File: src/sv/epp_pkg.sv
// Shared types, fixed widths and elaboration-time CORDIC constants for the
// ellipse polygon point unit. No dependencies.
package epp_pkg;

  localparam int COORD_W   = 16;
  localparam int RADIUS_W  = 15;
  localparam int COUNT_W   = 7;
  localparam int TRIG_FRAC = 16;
  localparam int TRIG_W    = TRIG_FRAC + 2;
  localparam int FRAC_W    = 48;
  localparam int XY_W      = FRAC_W + 2;
  localparam int ZFRAC_W   = 56;
  localparam int Z_W       = ZFRAC_W + 1;
  localparam int ITERS     = 44;
  localparam int ITER_W    = $clog2(ITERS);

  localparam real TURN_PER_RAD = 0.15915494309189535;

  typedef struct packed {
    logic signed [COORD_W-1:0] center_x;
    logic signed [COORD_W-1:0] center_y;
    logic [RADIUS_W-1:0]       radius_x;
    logic [RADIUS_W-1:0]       radius_y;
    logic [COUNT_W-1:0]        point_count;
  } epp_in_t;

  typedef struct packed {
    logic signed [COORD_W-1:0] point_x;
    logic signed [COORD_W-1:0] point_y;
    logic                      last_point;
  } epp_out_t;

  typedef logic [Z_W-1:0] atan_tab_t [ITERS];

  function automatic atan_tab_t atan_table();
    atan_tab_t tab;
    real       a;
    for (int i = 0; i < ITERS; i++) begin
      a = $atan(2.0 ** (-i)) * TURN_PER_RAD * (2.0 ** ZFRAC_W);
      tab[i] = Z_W'(longint'(a));
    end
    return tab;
  endfunction

  function automatic logic signed [XY_W-1:0] cordic_x0();
    real inv_k;
    inv_k = 1.0;
    for (int i = 0; i < ITERS; i++) begin
      inv_k = inv_k * ((1.0 + 2.0 ** (-2 * i)) ** (-0.5));
    end
    return XY_W'(longint'(inv_k * (2.0 ** FRAC_W)));
  endfunction

endpackage

File: src/sv/epp_div.sv
// Bit-serial restoring divider: phase = floor(index * 2^PHASE_BITS / count).
// One quotient bit per cycle. No package dependencies.
module epp_div #(
  parameter int PHASE_BITS = 16,
  parameter int CNT_W      = 7,
  parameter int IDX_W      = 6
) (
  input  logic                  clk,
  input  logic                  rst_n,
  input  logic                  start,
  input  logic [IDX_W-1:0]      index,
  input  logic [CNT_W-1:0]      count,
  output logic                  done,
  output logic [PHASE_BITS-1:0] phase
);

  localparam int BIT_W = $clog2(PHASE_BITS + 1);

  logic                  busy_r;
  logic                  done_r;
  logic [BIT_W-1:0]      bit_cnt_r;
  logic [CNT_W-1:0]      rem_r;
  logic [CNT_W-1:0]      div_r;
  logic [PHASE_BITS-1:0] quo_r;
  logic [CNT_W:0]        rem_sh;
  logic [CNT_W:0]        rem_sub;
  logic                  take;

  always_comb begin
    rem_sh  = {rem_r, 1'b0};
    rem_sub = rem_sh - {1'b0, div_r};
    take    = rem_sh >= {1'b0, div_r};
  end

  always_ff @(posedge clk) begin
    if (!rst_n) begin
      busy_r    <= 1'b0;
      done_r    <= 1'b0;
      bit_cnt_r <= '0;
    end else begin
      done_r <= 1'b0;
      if (start) begin
        busy_r    <= 1'b1;
        bit_cnt_r <= BIT_W'(PHASE_BITS);
      end else if (busy_r) begin
        bit_cnt_r <= bit_cnt_r - BIT_W'(1);
        if (bit_cnt_r == BIT_W'(1)) begin
          busy_r <= 1'b0;
          done_r <= 1'b1;
        end
      end
    end
  end

  always_ff @(posedge clk) begin
    if (start) begin
      rem_r <= CNT_W'(index);
      div_r <= count;
      quo_r <= '0;
    end else if (busy_r) begin
      rem_r <= take ? rem_sub[CNT_W-1:0] : rem_sh[CNT_W-1:0];
      quo_r <= {quo_r[PHASE_BITS-2:0], take};
    end
  end

  assign done  = done_r;
  assign phase = quo_r;

endmodule

File: src/sv/epp_cordic.sv
// Iterative rotation-mode CORDIC, one micro-rotation per cycle, angle in turns.
// Depends on epp_pkg for widths, arctangent table and gain constant.
module epp_cordic (
  input  logic                              clk,
  input  logic                              rst_n,
  input  logic                              start,
  input  logic [epp_pkg::Z_W-1:0]           angle,
  output logic                              done,
  output logic signed [epp_pkg::TRIG_W-1:0] cos_q,
  output logic signed [epp_pkg::TRIG_W-1:0] sin_q
);

  import epp_pkg::*;

  localparam atan_tab_t                ATAN   = atan_table();
  localparam logic signed [XY_W-1:0]   X_INIT = cordic_x0();
  localparam logic signed [XY_W-1:0]   RND    = XY_W'(1) << (FRAC_W - TRIG_FRAC - 1);

  logic                   busy_r;
  logic                   done_r;
  logic [ITER_W-1:0]      it_r;
  logic signed [XY_W-1:0] x_r;
  logic signed [XY_W-1:0] y_r;
  logic signed [Z_W-1:0]  z_r;
  logic signed [XY_W-1:0] x_sh;
  logic signed [XY_W-1:0] y_sh;
  logic signed [XY_W-1:0] x_nxt;
  logic signed [XY_W-1:0] y_nxt;
  logic signed [Z_W-1:0]  z_nxt;
  logic signed [XY_W-1:0] x_rnd;
  logic signed [XY_W-1:0] y_rnd;

  always_comb begin
    x_sh = x_r >>> it_r;
    y_sh = y_r >>> it_r;
    if (z_r[Z_W-1]) begin
      x_nxt = x_r + y_sh;
      y_nxt = y_r - x_sh;
      z_nxt = z_r + $signed(ATAN[it_r]);
    end else begin
      x_nxt = x_r - y_sh;
      y_nxt = y_r + x_sh;
      z_nxt = z_r - $signed(ATAN[it_r]);
    end
    x_rnd = x_r + RND;
    y_rnd = y_r + RND;
  end

  always_ff @(posedge clk) begin
    if (!rst_n) begin
      busy_r <= 1'b0;
      done_r <= 1'b0;
      it_r   <= '0;
    end else begin
      done_r <= 1'b0;
      if (start) begin
        busy_r <= 1'b1;
        it_r   <= '0;
      end else if (busy_r) begin
        if (it_r == ITER_W'(ITERS - 1)) begin
          busy_r <= 1'b0;
          done_r <= 1'b1;
        end else begin
          it_r <= it_r + ITER_W'(1);
        end
      end
    end
  end

  always_ff @(posedge clk) begin
    if (start) begin
      x_r <= X_INIT;
      y_r <= '0;
      z_r <= $signed(angle);
    end else if (busy_r) begin
      x_r <= x_nxt;
      y_r <= y_nxt;
      z_r <= z_nxt;
    end
  end

  assign done  = done_r;
  assign cos_q = x_rnd[FRAC_W-TRIG_FRAC +: TRIG_W];
  assign sin_q = y_rnd[FRAC_W-TRIG_FRAC +: TRIG_W];

endmodule

File: src/sv/epp_coord.sv
// Shared coordinate unit: radius * trig + center, truncated toward zero and
// saturated, one coordinate per enabled cycle. Depends on epp_pkg.
module epp_coord (
  input  logic                               clk,
  input  logic                               en,
  input  logic [epp_pkg::RADIUS_W-1:0]       radius,
  input  logic signed [epp_pkg::TRIG_W-1:0]  trig,
  input  logic signed [epp_pkg::COORD_W-1:0] center,
  output logic signed [epp_pkg::COORD_W-1:0] result
);

  import epp_pkg::*;

  localparam int PROD_W = RADIUS_W + 1 + TRIG_W;
  localparam int Q_W    = PROD_W - TRIG_FRAC;
  localparam logic signed [Q_W-1:0] SAT_HI = Q_W'(2 ** (COORD_W - 1) - 1);
  localparam logic signed [Q_W-1:0] SAT_LO = Q_W'(-(2 ** (COORD_W - 1)));

  logic signed [PROD_W-1:0]  prod;
  logic signed [PROD_W-1:0]  sum;
  logic signed [Q_W-1:0]     quo;
  logic signed [Q_W-1:0]     quo_t;
  logic signed [COORD_W-1:0] sat;
  logic signed [COORD_W-1:0] result_r;

  always_comb begin
    prod = $signed({1'b0, radius}) * trig;
    sum  = prod + $signed({{(PROD_W - COORD_W - TRIG_FRAC){center[COORD_W-1]}},
                           center, {TRIG_FRAC{1'b0}}});
    quo  = sum[PROD_W-1:TRIG_FRAC];
    if (sum[PROD_W-1] && (sum[TRIG_FRAC-1:0] != '0)) begin
      quo_t = quo + Q_W'(1);
    end else begin
      quo_t = quo;
    end
    if (quo_t > SAT_HI) begin
      sat = SAT_HI[COORD_W-1:0];
    end else if (quo_t < SAT_LO) begin
      sat = SAT_LO[COORD_W-1:0];
    end else begin
      sat = quo_t[COORD_W-1:0];
    end
  end

  always_ff @(posedge clk) begin
    if (en) begin
      result_r <= sat;
    end
  end

  assign result = result_r;

endmodule

File: src/sv/ellipse_polygon_points_unit.sv
// Ellipse polygon point unit: sequencer over phase divider, CORDIC and coordinate unit.
// Depends on epp_pkg, epp_div, epp_cordic and epp_coord.
// Per vertex: PHASE_BITS-bit phase divide, 44 CORDIC iterations, then x and y through the
// shared coordinate unit before the vertex is offered on the output.
// No new request is taken until the last vertex transaction completes.
// Synchronous active-low reset clears the sequencer; no clearing pass.
module ellipse_polygon_points_unit #(
  parameter int MAX_POINTS = 64,
  parameter int PHASE_BITS = 16
) (
  input  logic              clk,
  input  logic              rst_n,
  input  logic              in_valid,
  output logic              in_stall,
  input  epp_pkg::epp_in_t  in_data,
  output logic              out_valid,
  input  logic              out_stall,
  output epp_pkg::epp_out_t out_data
);

  import epp_pkg::*;

  localparam int CNT_W = $clog2(MAX_POINTS + 1);
  localparam int IDX_W = $clog2(MAX_POINTS);
  localparam int R_W   = PHASE_BITS - 2;

  localparam logic [1:0] QUAD_I   = 2'd0;
  localparam logic [1:0] QUAD_II  = 2'd1;
  localparam logic [1:0] QUAD_III = 2'd2;
  localparam logic [1:0] QUAD_IV  = 2'd3;

  typedef enum logic [4:0] {
    ST_IDLE  = 5'b00001,
    ST_DIV   = 5'b00010,
    ST_TRIG  = 5'b00100,
    ST_COORD = 5'b01000,
    ST_OUT   = 5'b10000
  } state_t;

  state_t                    state_r, state_nxt;
  logic [IDX_W-1:0]          idx_r, idx_nxt;
  logic [CNT_W-1:0]          count_r;
  logic                      sel_r, sel_nxt;
  logic signed [COORD_W-1:0] cx_r, cy_r;
  logic [RADIUS_W-1:0]       rx_r, ry_r;
  logic [1:0]                quad_r;
  logic                      swap_r;
  logic signed [TRIG_W-1:0]  cq_r, sq_r;
  logic signed [COORD_W-1:0] px_r;

  logic                      accept;
  logic                      is_last;
  logic [CNT_W-1:0]          count_in;
  logic                      div_start, div_done;
  logic [CNT_W-1:0]          div_count;
  logic [PHASE_BITS-1:0]     div_phase;
  logic [R_W-1:0]            r_raw, r_oct;
  logic                      r_swap;
  logic [Z_W-1:0]            angle;
  logic                      cordic_start, cordic_done;
  logic signed [TRIG_W-1:0]  cordic_cos, cordic_sin;
  logic signed [TRIG_W-1:0]  c_oct, s_oct, cq_nxt, sq_nxt;
  logic                      coord_en;
  logic [RADIUS_W-1:0]       coord_radius;
  logic signed [TRIG_W-1:0]  coord_trig;
  logic signed [COORD_W-1:0] coord_center, coord_res;

  assign accept   = in_valid && !in_stall;
  assign in_stall = (state_r != ST_IDLE);
  assign is_last  = (CNT_W'(idx_r) + CNT_W'(1)) == count_r;
  assign count_in = (in_data.point_count > COUNT_W'(MAX_POINTS)) ? CNT_W'(MAX_POINTS)
                                                                  : CNT_W'(in_data.point_count);

  always_comb begin
    state_nxt    = state_r;
    idx_nxt      = idx_r;
    sel_nxt      = sel_r;
    div_start    = 1'b0;
    cordic_start = 1'b0;
    coord_en     = 1'b0;
    case (state_r)
      ST_IDLE: begin
        if (accept && (count_in != '0)) begin
          state_nxt = ST_DIV;
          idx_nxt   = '0;
          div_start = 1'b1;
        end
      end
      ST_DIV: begin
        if (div_done) begin
          cordic_start = 1'b1;
          state_nxt    = ST_TRIG;
        end
      end
      ST_TRIG: begin
        if (cordic_done) begin
          sel_nxt   = 1'b0;
          state_nxt = ST_COORD;
        end
      end
      ST_COORD: begin
        coord_en = 1'b1;
        sel_nxt  = 1'b1;
        if (sel_r) begin
          state_nxt = ST_OUT;
        end
      end
      ST_OUT: begin
        if (!out_stall) begin
          if (is_last) begin
            state_nxt = ST_IDLE;
          end else begin
            idx_nxt   = idx_r + IDX_W'(1);
            div_start = 1'b1;
            state_nxt = ST_DIV;
          end
        end
      end
      default: begin
        state_nxt = ST_IDLE;
      end
    endcase
  end

  assign div_count = (state_r == ST_IDLE) ? count_in : count_r;

  // fold the phase into the first octant
  always_comb begin
    r_raw  = div_phase[R_W-1:0];
    r_swap = r_raw > (R_W'(1) << (R_W - 1));
    r_oct  = r_swap ? R_W'({1'b1, {R_W{1'b0}}} - {1'b0, r_raw}) : r_raw;
    angle  = Z_W'(r_oct) << (ZFRAC_W - PHASE_BITS);
  end

  always_comb begin
    c_oct = swap_r ? cordic_sin : cordic_cos;
    s_oct = swap_r ? cordic_cos : cordic_sin;
    case (quad_r)
      QUAD_I: begin
        cq_nxt = c_oct;
        sq_nxt = s_oct;
      end
      QUAD_II: begin
        cq_nxt = -s_oct;
        sq_nxt = c_oct;
      end
      QUAD_III: begin
        cq_nxt = -c_oct;
        sq_nxt = -s_oct;
      end
      QUAD_IV: begin
        cq_nxt = s_oct;
        sq_nxt = -c_oct;
      end
      default: begin
        cq_nxt = c_oct;
        sq_nxt = s_oct;
      end
    endcase
  end

  always_comb begin
    coord_radius = sel_r ? ry_r : rx_r;
    coord_trig   = sel_r ? sq_r : cq_r;
    coord_center = sel_r ? cy_r : cx_r;
  end

  always_ff @(posedge clk) begin
    if (!rst_n) begin
      state_r <= ST_IDLE;
      idx_r   <= '0;
      count_r <= '0;
      sel_r   <= 1'b0;
    end else begin
      state_r <= state_nxt;
      idx_r   <= idx_nxt;
      sel_r   <= sel_nxt;
      if (accept) begin
        count_r <= count_in;
      end
    end
  end

  always_ff @(posedge clk) begin
    if (accept) begin
      cx_r <= in_data.center_x;
      cy_r <= in_data.center_y;
      rx_r <= in_data.radius_x;
      ry_r <= in_data.radius_y;
    end
    if ((state_r == ST_DIV) && div_done) begin
      quad_r <= div_phase[PHASE_BITS-1 -: 2];
      swap_r <= r_swap;
    end
    if ((state_r == ST_TRIG) && cordic_done) begin
      cq_r <= cq_nxt;
      sq_r <= sq_nxt;
    end
    if ((state_r == ST_COORD) && sel_r) begin
      px_r <= coord_res;
    end
  end

  epp_div #(
    .PHASE_BITS (PHASE_BITS),
    .CNT_W      (CNT_W),
    .IDX_W      (IDX_W)
  ) u_div (
    .clk   (clk),
    .rst_n (rst_n),
    .start (div_start),
    .index (idx_nxt),
    .count (div_count),
    .done  (div_done),
    .phase (div_phase)
  );

  epp_cordic u_cordic (
    .clk   (clk),
    .rst_n (rst_n),
    .start (cordic_start),
    .angle (angle),
    .done  (cordic_done),
    .cos_q (cordic_cos),
    .sin_q (cordic_sin)
  );

  epp_coord u_coord (
    .clk    (clk),
    .en     (coord_en),
    .radius (coord_radius),
    .trig   (coord_trig),
    .center (coord_center),
    .result (coord_res)
  );

  assign out_valid           = (state_r == ST_OUT);
  assign out_data.point_x    = px_r;
  assign out_data.point_y    = coord_res;
  assign out_data.last_point = is_last;

  a_accept_no_pending: assert property (@(posedge clk) disable iff (!rst_n)
    accept |-> !out_valid)
    else $error("request transaction accepted while a vertex is pending");

  a_idx_in_range: assert property (@(posedge clk) disable iff (!rst_n)
    (state_r != ST_IDLE) |-> (CNT_W'(idx_r) < count_r))
    else $error("vertex index beyond held count");

  a_last_to_idle: assert property (@(posedge clk) disable iff (!rst_n)
    (out_valid && !out_stall && out_data.last_point) |=> !in_stall)
    else $error("not ready after final vertex transaction");

  a_div_done_state: assert property (@(posedge clk) disable iff (!rst_n)
    div_done |-> (state_r == ST_DIV))
    else $error("phase divider finished outside divide state");

  a_cordic_done_state: assert property (@(posedge clk) disable iff (!rst_n)
    cordic_done |-> (state_r == ST_TRIG))
    else $error("rotation unit finished outside trig state");

endmodule
File: config.mk
export PLATFORM = sky130hd
export DESIGN_NAME = ellipse_polygon_points_unit
export DESIGN_NICKNAME = d
export VERILOG_FILES = /design/src/sv/epp_pkg.sv /design/src/sv/epp_div.sv /design/src/sv/epp_cordic.sv /design/src/sv/epp_coord.sv /design/src/sv/ellipse_polygon_points_unit.sv
export SDC_FILE = /design/constraint.sdc
export NUM_CORES = 2
export LEC_CHECK = 0
export ABC_AREA = 1
export BUFFER_PORTS_ARGS = -buffer_cell sky130_fd_sc_hd__buf_2
export CORE_MARGIN = 2
export CORE_UTILIZATION = 35
export CTS_BUF_LIST = sky130_fd_sc_hd__clkbuf_16
export CTS_CLUSTER_SIZE = 16
export DETAILED_ROUTE_END_ITERATION = 12
export PLACE_DENSITY = 0.52
export SYNTH_ARGS = -nofsm -noshare
export SYNTH_HDL_FRONTEND = slang
export SYNTH_HIERARCHICAL = 1
export SYNTH_SLANG_ARGS = --single-unit
File: constraint.sdc
create_clock -name clk -period 10.1 [get_ports clk]
set_clock_uncertainty 0.2 [all_clocks]
set_input_delay 1.01 -clock clk [delete_from_list [all_inputs] [get_ports clk]]
set_output_delay 1.01 -clock clk [all_outputs]
set_load 0.05 [all_outputs]
Word-level counts from Yosys, hierarchy flattened
Memories as Yosys holds them, arrays and structs flattened.
Cells that the tools add are included.
Storage, ports and cells
  register bits: 354
  memory bits (read-only): 3648
  input port bits: 73
  output and inout bits: 35
  word-level logic and storage cells: 151
  memories kept: 1
Operators by class
  add/subtract/negate cells: 18
  multipliers: 1
  order comparisons: 6
  equal/unequal tests: 17
  shifts and indexed selects: 2
  muxes and demuxes: 52
  bitwise logic cells: 5
  reduce and logical (&&, ||, !) cells: 20
Memory list
  (no name shown): words 64, bits a word 57, read ports 1, clocked after Yosys merged registers in 0, write ports 0, line epp_cordic.sv:39  | z_nxt = z_r + $signed(ATAN[it_r]);
Operator list (number)
  $mux W57: 3
  $pmux W18 S4: 2
  $mux W54: 2
  $add A50 B33 Y50 const B: 2
  $add A50 B50 Y50: 2
  $mux W50: 2
  $sshr A50 B6 Y50: 2
  $sub A50 B50 Y50: 2
  $mux W18: 4
  $add A57 B57 Y57: 1
  $sub A57 B57 Y57: 1
  $neg A18 Y18: 2
  $mux W5: 7
  $add A34 B32 Y34: 1
  $mul A16 B18 Y34: 1
  $mux W16: 2
  $mux W6: 5
  $pmux W5 S5: 1
  $mux W7: 3
  $add A18 B2 Y18 const B: 1
  $gt A18 B16 Y1 const B: 1
  $lt A18 B16 Y1 const B: 1
  $reduce_bool A16 Y1: 1
  $mux W1: 15
  other kinds (37): 57

Depth between registers and ports, before layout
  depth after elaboration: 8
  gate-level depth with buffers: 42
  depth with buffers taken out: 38

Hierarchy
Netlist, hierarchy kept.
Modules (own cells, without submodules)
  epp_cordic: instances 1, cells each 5113, area an instance 28518.6 um2, sequential area each 3873.7 um2
  epp_coord: instances 1, cells each 1863, area an instance 13715.7 um2, sequential area each 480.5 um2
  ellipse_polygon_points_unit: instances 1, cells each 1042, area an instance 8031.5 um2, sequential area each 3893.7 um2
  epp_div: instances 1, cells each 212, area an instance 1795.5 um2, sequential area each 870.8 um2

Least setup slack after synthesis
Ideal clock, no wire load.
  kind: register to register
  start: register sel_r
  end: register u_coord.result_r[0] (netlist: u_coord/result[0]), data pin
  arrival time: 7377 ps
  required time: 9648 ps
  slack: 2271 ps
  cell stages (with the launch flop): 35
  path buffers: 5
  cell sequence: dfxtp_1 clkbuf_1 clkinv_1 clkbuf_1 nand2_1 nand2_1 clkbuf_1 buf_1 nand2_1 fa_1 fa_1 inv_1 fa_1 fa_1 fa_1 inv_1 fa_1 inv_1 ha_1 nand2_1 nand2_1 o21bai_1 a21oi_1 nand4_1 nand2_2 nand2_2 nor2_1 nand2_1 nor2_2 nand3_1 nand2_1 nand2_2 o21bai_4 buf_8 nand2_2
On the way
  longest elaborated chain between the ends: 8
  elaborated cells on any way between the ends: 12
  those cells by class: add/sub (2); mul (1); order compare (2); mux (5); reduce/logical (2)
Ends and longest elaborated chain
  from (decl): line ellipse_polygon_points_unit.sv:43  | logic sel_r, sel_nxt;
  from (signal assigned): line ellipse_polygon_points_unit.sv:177  | sel_r <= sel_nxt;
  $mux W15 (*): line ellipse_polygon_points_unit.sv:163  | coord_radius = sel_r ? ry_r : rx_r;
  named net coord_radius[2]: line ellipse_polygon_points_unit.sv:64  | logic [RADIUS_W-1:0] coord_radius;
  $mul A16 B18 Y34 (*): line epp_coord.sv:27  | prod = $signed({1'b0, radius}) * trig;
  $add A34 B32 Y34 (*): line epp_coord.sv:28  | sum = prod + $signed({{(PROD_W - COORD_W - TRIG_FRAC){center[COORD_W-1]}},
  parallel branches: the longest is 2 deep, another holds $add A18 B2 Y18
  $mux W18 (*): line epp_coord.sv:31  | if (sum[PROD_W-1] && (sum[TRIG_FRAC-1:0] != '0)) begin
  $lt A18 B16 Y1: line epp_coord.sv:38  | end else if (quo_t < SAT_LO) begin
  $mux W16: line epp_coord.sv:38
  to (signal assigned): line epp_coord.sv:47  | result_r <= sat;
  to (decl): line epp_coord.sv:24  | logic signed [COORD_W-1:0] result_r;
Mark *: on every way through the listed nets, which the timed path passes.
A chain may end at the register's enable or synchronous reset.

Worst setup path after layout
  start: register sel_r
  end: register u_coord.result_r[14] (netlist: u_coord/result[14]), data pin
On the way
  elaborated cells on any way between the ends: 12
  those cells by class: add/sub (2); mul (1); order compare (2); mux (5); reduce/logical (2)
RTL lines
  $mux W18 (*): line ellipse_polygon_points_unit.sv:164  | coord_trig = sel_r ? sq_r : cq_r;
  named net coord_trig[17]: line ellipse_polygon_points_unit.sv:65  | logic signed [TRIG_W-1:0] coord_trig;
  $mul A16 B18 Y34 (*): line epp_coord.sv:27
  $add A34 B32 Y34 (*): line epp_coord.sv:28
  $add A18 B2 Y18 or $logic_and A1 B1 Y1 (tied branches): line epp_coord.sv:32, epp_coord.sv:31
  $mux W18 (*): line epp_coord.sv:31
  $lt A18 B16 Y1: line epp_coord.sv:38
  $mux W16: line epp_coord.sv:38
Mark *: on every way through the listed nets, which the timed path passes. The rest lies on a longest branch.

==> PnR_summary.wiki <==
{| class="wikitable"
! Metric !! Value
|-
| Outcome || completed
|-
| Critical Setup Path Class || reg2reg
|-
| Worst Hold Path Cells || 0
|-
| Leading area contributor after synthesis || sky130_fd_sc_hd__nand2_1
|-
| Sum of overflow across all layers after global routing || 0
|-
| Final number of setup-violating endpoints || 0
|-
| Final critical delay including setup and external delays || 8580 ps
|-
| Routed Antenna Nets || 0
|-
| Effective utilization at floorplan || 35.3%
|-
| Largest stage delay on the critical path || 870 ps
|-
| Worst slew margin relative to its limit || 23.0%
|-
| Endpoint class of the critical path || flop
|-
| Largest net degree at the start of global routing || 104
|-
| Final core utilization || 37.8%
|-
| Ys Warns || 6
|-
| Count of different cell masters after synthesis || 76
|-
| Highest fanout seen on the critical path || 24
|-
| Hold slack final || 243 ps
|-
| Port Buffer Count || 107
|-
| Max-capacitance violation count || 0
|-
| Number of instances in the synthesized netlist || 8230
|-
| DRT Wirelength || 193000 µm
|-
| Most used cell along the critical path || sky130_fd_sc_hd__nand2_1
|-
| Number of levels in the clock H-tree || 2
|-
| Max Transition Viols Final || 0
|-
| Detailed-route wire length per cell || 19.0 µm
|-
| R2R Setup Slk || 1520 ps
|-
| Drt first pass iters || 6
|-
| Y dimension of the die || 390 µm
|-
| Post-route worst setup slack || approximately 1500 ps
|-
| Per-cell via count in the routed design || roughly 5.2
|-
| Synth area leaders || sky130_fd_sc_hd__nand2_1 (16%), sky130_fd_sc_hd__edfxtp_1 (12%), sky130_fd_sc_hd__fa_1 (11%)
|-
| Vias post-DR || 53200
|-
| Residual DRC count || 0
|-
| Count of hold buffers inserted by post-cts repair || 0
|-
| Via count of the first global-routing pass || 51100
|-
| Worst slack, placed || 1560 ps
|-
| Global-route wire length before repair || 299000 µm
|-
| Type of origin of the critical path || flop
|-
| Post-CTS setup buffer count || 0
|-
| Post-layout net count || 8836
|-
| Worst R2R End || u_coord/result[14]
|-
| Horizontal die dimension || between 300 and 400 µm
|-
| Number of cells on the worst reg-to-reg path || 28
|-
| Final Hold Vio Count || 0
|-
| Top library cells by usage in the layout, fill and taps aside || sky130_fd_sc_hd__nand2_1 (2281), sky130_fd_sc_hd__inv_1 (1400), sky130_fd_sc_hd__nand3_1 (977)
|-
| Most common cell after layout, fill and taps aside || sky130_fd_sc_hd__nand2_1
|-
| Worst min-delay path category || reg2reg
|-
| Num ports || 108
|-
| Cell chosen for the clock root || sky130_fd_sc_hd__clkbuf_16
|-
| Most used DFF post-synth || sky130_fd_sc_hd__edfxtp_1
|-
| Core Rows || 141
|-
| Synthesis-to-finish area growth || 7.17%
|-
| Die outline area || 152000 µm²
|-
| Async set-reset flop share out of synthesis || 0%
|-
| Number of synthesized flops with an enable pin || 203
|-
| DRT iter0 DRCs || around 4800
|-
| Count of instances resized after the clock tree is built || 0
|-
| Arrival time of the worst setup path || 8750 ps
|-
| Mapped Avg Cell Area || 6.33 µm²
|-
| Share of Yosys cell area claimed by the top area cell type || 16.4%
|-
| Final weighted congestion in routability-driven placement || a little under 1
|-
| Clock slew at reported path FFs || 60 ps
|-
| Aggregate global-route resource usage || 25.0%
|-
| Final worst-path cycle share || 85.0%
|-
| Clock sink total || 354
|-
| Source of the worst hold timing path || u_coord/result[0]
|-
| Max stage delay cell, worst path || sky130_fd_sc_hd__fa_1
|-
| Total Negative Setup Slacks || 0 ps
|-
| Number of CTS-inserted buffers || 48
|-
| Actual slew at the worst max-slew pin || about 1100 ps
|-
| Core Footprint || about 150000 µm²
|-
| Setup repair after global routing missed its margin || no
|-
| Netlist area before placement || 52100 µm²
|-
| Final HPWL DP || 154000 µm
|-
| Initial antenna violation count || 2
|-
| Layout cells sized above 1 || 6.32%
|-
| Fraction of the yosys area taken by sequential cells || 17.5%
|-
| Number of buffers on the longest clock path || 3
|-
| Required arrival time at the worst endpoint || between 10000 and 15000 ps
|-
| RR Startpoint || sel_r
|-
| WHS Endpoint || px_r[0]
|-
| Clock insertion delay at the later pin of the skew report || approximately 680 ps
|-
| CTS tree || done
|-
| Post-synthesis register bit count || 354
|-
| Max Clock Freq || 117 MHz
|}
## Yosys cell counts (6+ instances only)
| library cell | count |
|---|---|
| sky130_fd_sc_hd__nor3_1 | 63 |
| sky130_fd_sc_hd__clkinv_1 | 6 |
| sky130_fd_sc_hd__nand2_1 | 2281 |
| sky130_fd_sc_hd__a21oi_1 | 386 |
| sky130_fd_sc_hd__o221ai_1 | 16 |
| sky130_fd_sc_hd__a21oi_2 | 6 |
| sky130_fd_sc_hd__dfxtp_1 | 151 |
| sky130_fd_sc_hd__nand3_1 | 977 |
| sky130_fd_sc_hd__a211oi_1 | 12 |
| sky130_fd_sc_hd__o211ai_1 | 47 |
| sky130_fd_sc_hd__o21a_1 | 24 |
| sky130_fd_sc_hd__nand2_2 | 55 |
| sky130_fd_sc_hd__buf_6 | 20 |
| sky130_fd_sc_hd__nand3b_1 | 15 |
| sky130_fd_sc_hd__nand3_2 | 12 |
| sky130_fd_sc_hd__xor2_1 | 194 |
| sky130_fd_sc_hd__o21ai_2 | 11 |
| sky130_fd_sc_hd__nor2_1 | 630 |
| sky130_fd_sc_hd__ha_1 | 283 |
| sky130_fd_sc_hd__nor2_2 | 32 |
| sky130_fd_sc_hd__o31ai_1 | 11 |
| sky130_fd_sc_hd__inv_1 | 1395 |
| sky130_fd_sc_hd__clkbuf_1 | 131 |
| sky130_fd_sc_hd__buf_2 | 79 |
| sky130_fd_sc_hd__a21boi_0 | 8 |
| sky130_fd_sc_hd__nand4_1 | 84 |
| sky130_fd_sc_hd__a21o_1 | 12 |
| sky130_fd_sc_hd__o21ai_1 | 33 |
| sky130_fd_sc_hd__xnor2_1 | 77 |
| sky130_fd_sc_hd__nor2_4 | 12 |
| sky130_fd_sc_hd__o2111ai_1 | 15 |
| sky130_fd_sc_hd__buf_1 | 45 |
| sky130_fd_sc_hd__inv_2 | 42 |
| sky130_fd_sc_hd__o22ai_1 | 26 |
| sky130_fd_sc_hd__buf_4 | 19 |
| sky130_fd_sc_hd__o21bai_1 | 9 |
| sky130_fd_sc_hd__edfxtp_1 | 203 |
| sky130_fd_sc_hd__a31oi_1 | 72 |
| sky130_fd_sc_hd__or2_2 | 60 |
| sky130_fd_sc_hd__o21ai_0 | 279 |
| sky130_fd_sc_hd__fa_1 | 291 |
| sky130_fd_sc_hd__nand2_4 | 11 |
| sky130_fd_sc_hd__nor4_1 | 28 |
## critical path, delay by kind of cell, from the launching register on
kind	cells	cell delay (ps)
AO/OA/AOI/OAI	3	850
adder cells (fa/ha/maj)	7	3970
buffers and inverters	4	630
flip-flops	1	410
AND/OR/NAND/NOR	14	2230
## final cells by class
type / count / area, µm²
fill: 16200 / 91900
antenna: 2 / 5.00
sequential: 354 / 9140
multi-input combinational: 6178 / 36300
inverter: 1444 / 5430
clock inverter: 40 / 332
clock buffer: 49 / 1230
timing repair buffer: 163 / 993
tap: 1930 / 2410
## stage by stage
stage | cells | area, µm²
final | 10200 | 55800
after global routing | 10200 | 55800
after CTS | 10200 | 55800
after detailed placement | 10100 | 54200
after global placement | 10100 | 54200
after floorplan | 8272 | 52200
## worst max path at each step
stage	depth (start not counted)	start	end	slack, ps
finish	28	sel_r	u_coord/result[14]	1520
global route	29	sel_r	u_coord/result[10]	850
CTS	28	sel_r	u_coord/result[10]	1540
detailed placement	29	sel_r	u_coord/result[10]	1560
global placement	29	sel_r	u_coord/result[13]	1590
floorplan	34	sel_r	u_coord/result[0]	2270
## layer usage
layer / share of wire (%) / wire (µm) / vias to the layer above / global-route usage [%]
li1: - / - / 26200 / -
met1: 44 / 85000 / 25000 / 33.3
met2: 47 / 90400 / 1751 / 42.3
met3: 5.9 / 11500 / 272 / 2.66
met4: 3.3 / 6300 / 0 / 8.10
met5: 0 / 0 / - / 0
## kinds of logic (layout without fill, tap and decap cells)
kind of cell	count (synthesis)	in the layout	synth area share [%]
other	1	45	0.00720
and+or+nand+nor	4287	4287	35.5
DFF	354	354	17.5
xor gates and xnor gates	273	273	4.64
buffers and inverters	1740	1696	13.2
AOI/OAI and AO/OA	1001	1001	11.1
adders and majority gates	574	574	18.0
## flip-flops by register name, summed over array words and instances, names as in the netlist, 2 cells and up
signal,flops
u_cordic/z_r,57
u_cordic/x_r,50
u_cordic/y_r,50
cq_r,18
sq_r,18
cx_r,16
cy_r,16
px_r,16
u_coord/result,16
u_div/phase,16
rx_r,15
ry_r,15
count_r,7
u_div/div_r,7
u_div/rem_r,7
idx_r,6
u_cordic/it_r,6
state_r,5
u_div/bit_cnt_r,5
quad_r,2
Power is left out: the tool's default activity adds up to more than one toggle a clock period on the data nets, which glitch-free logic cannot reach.
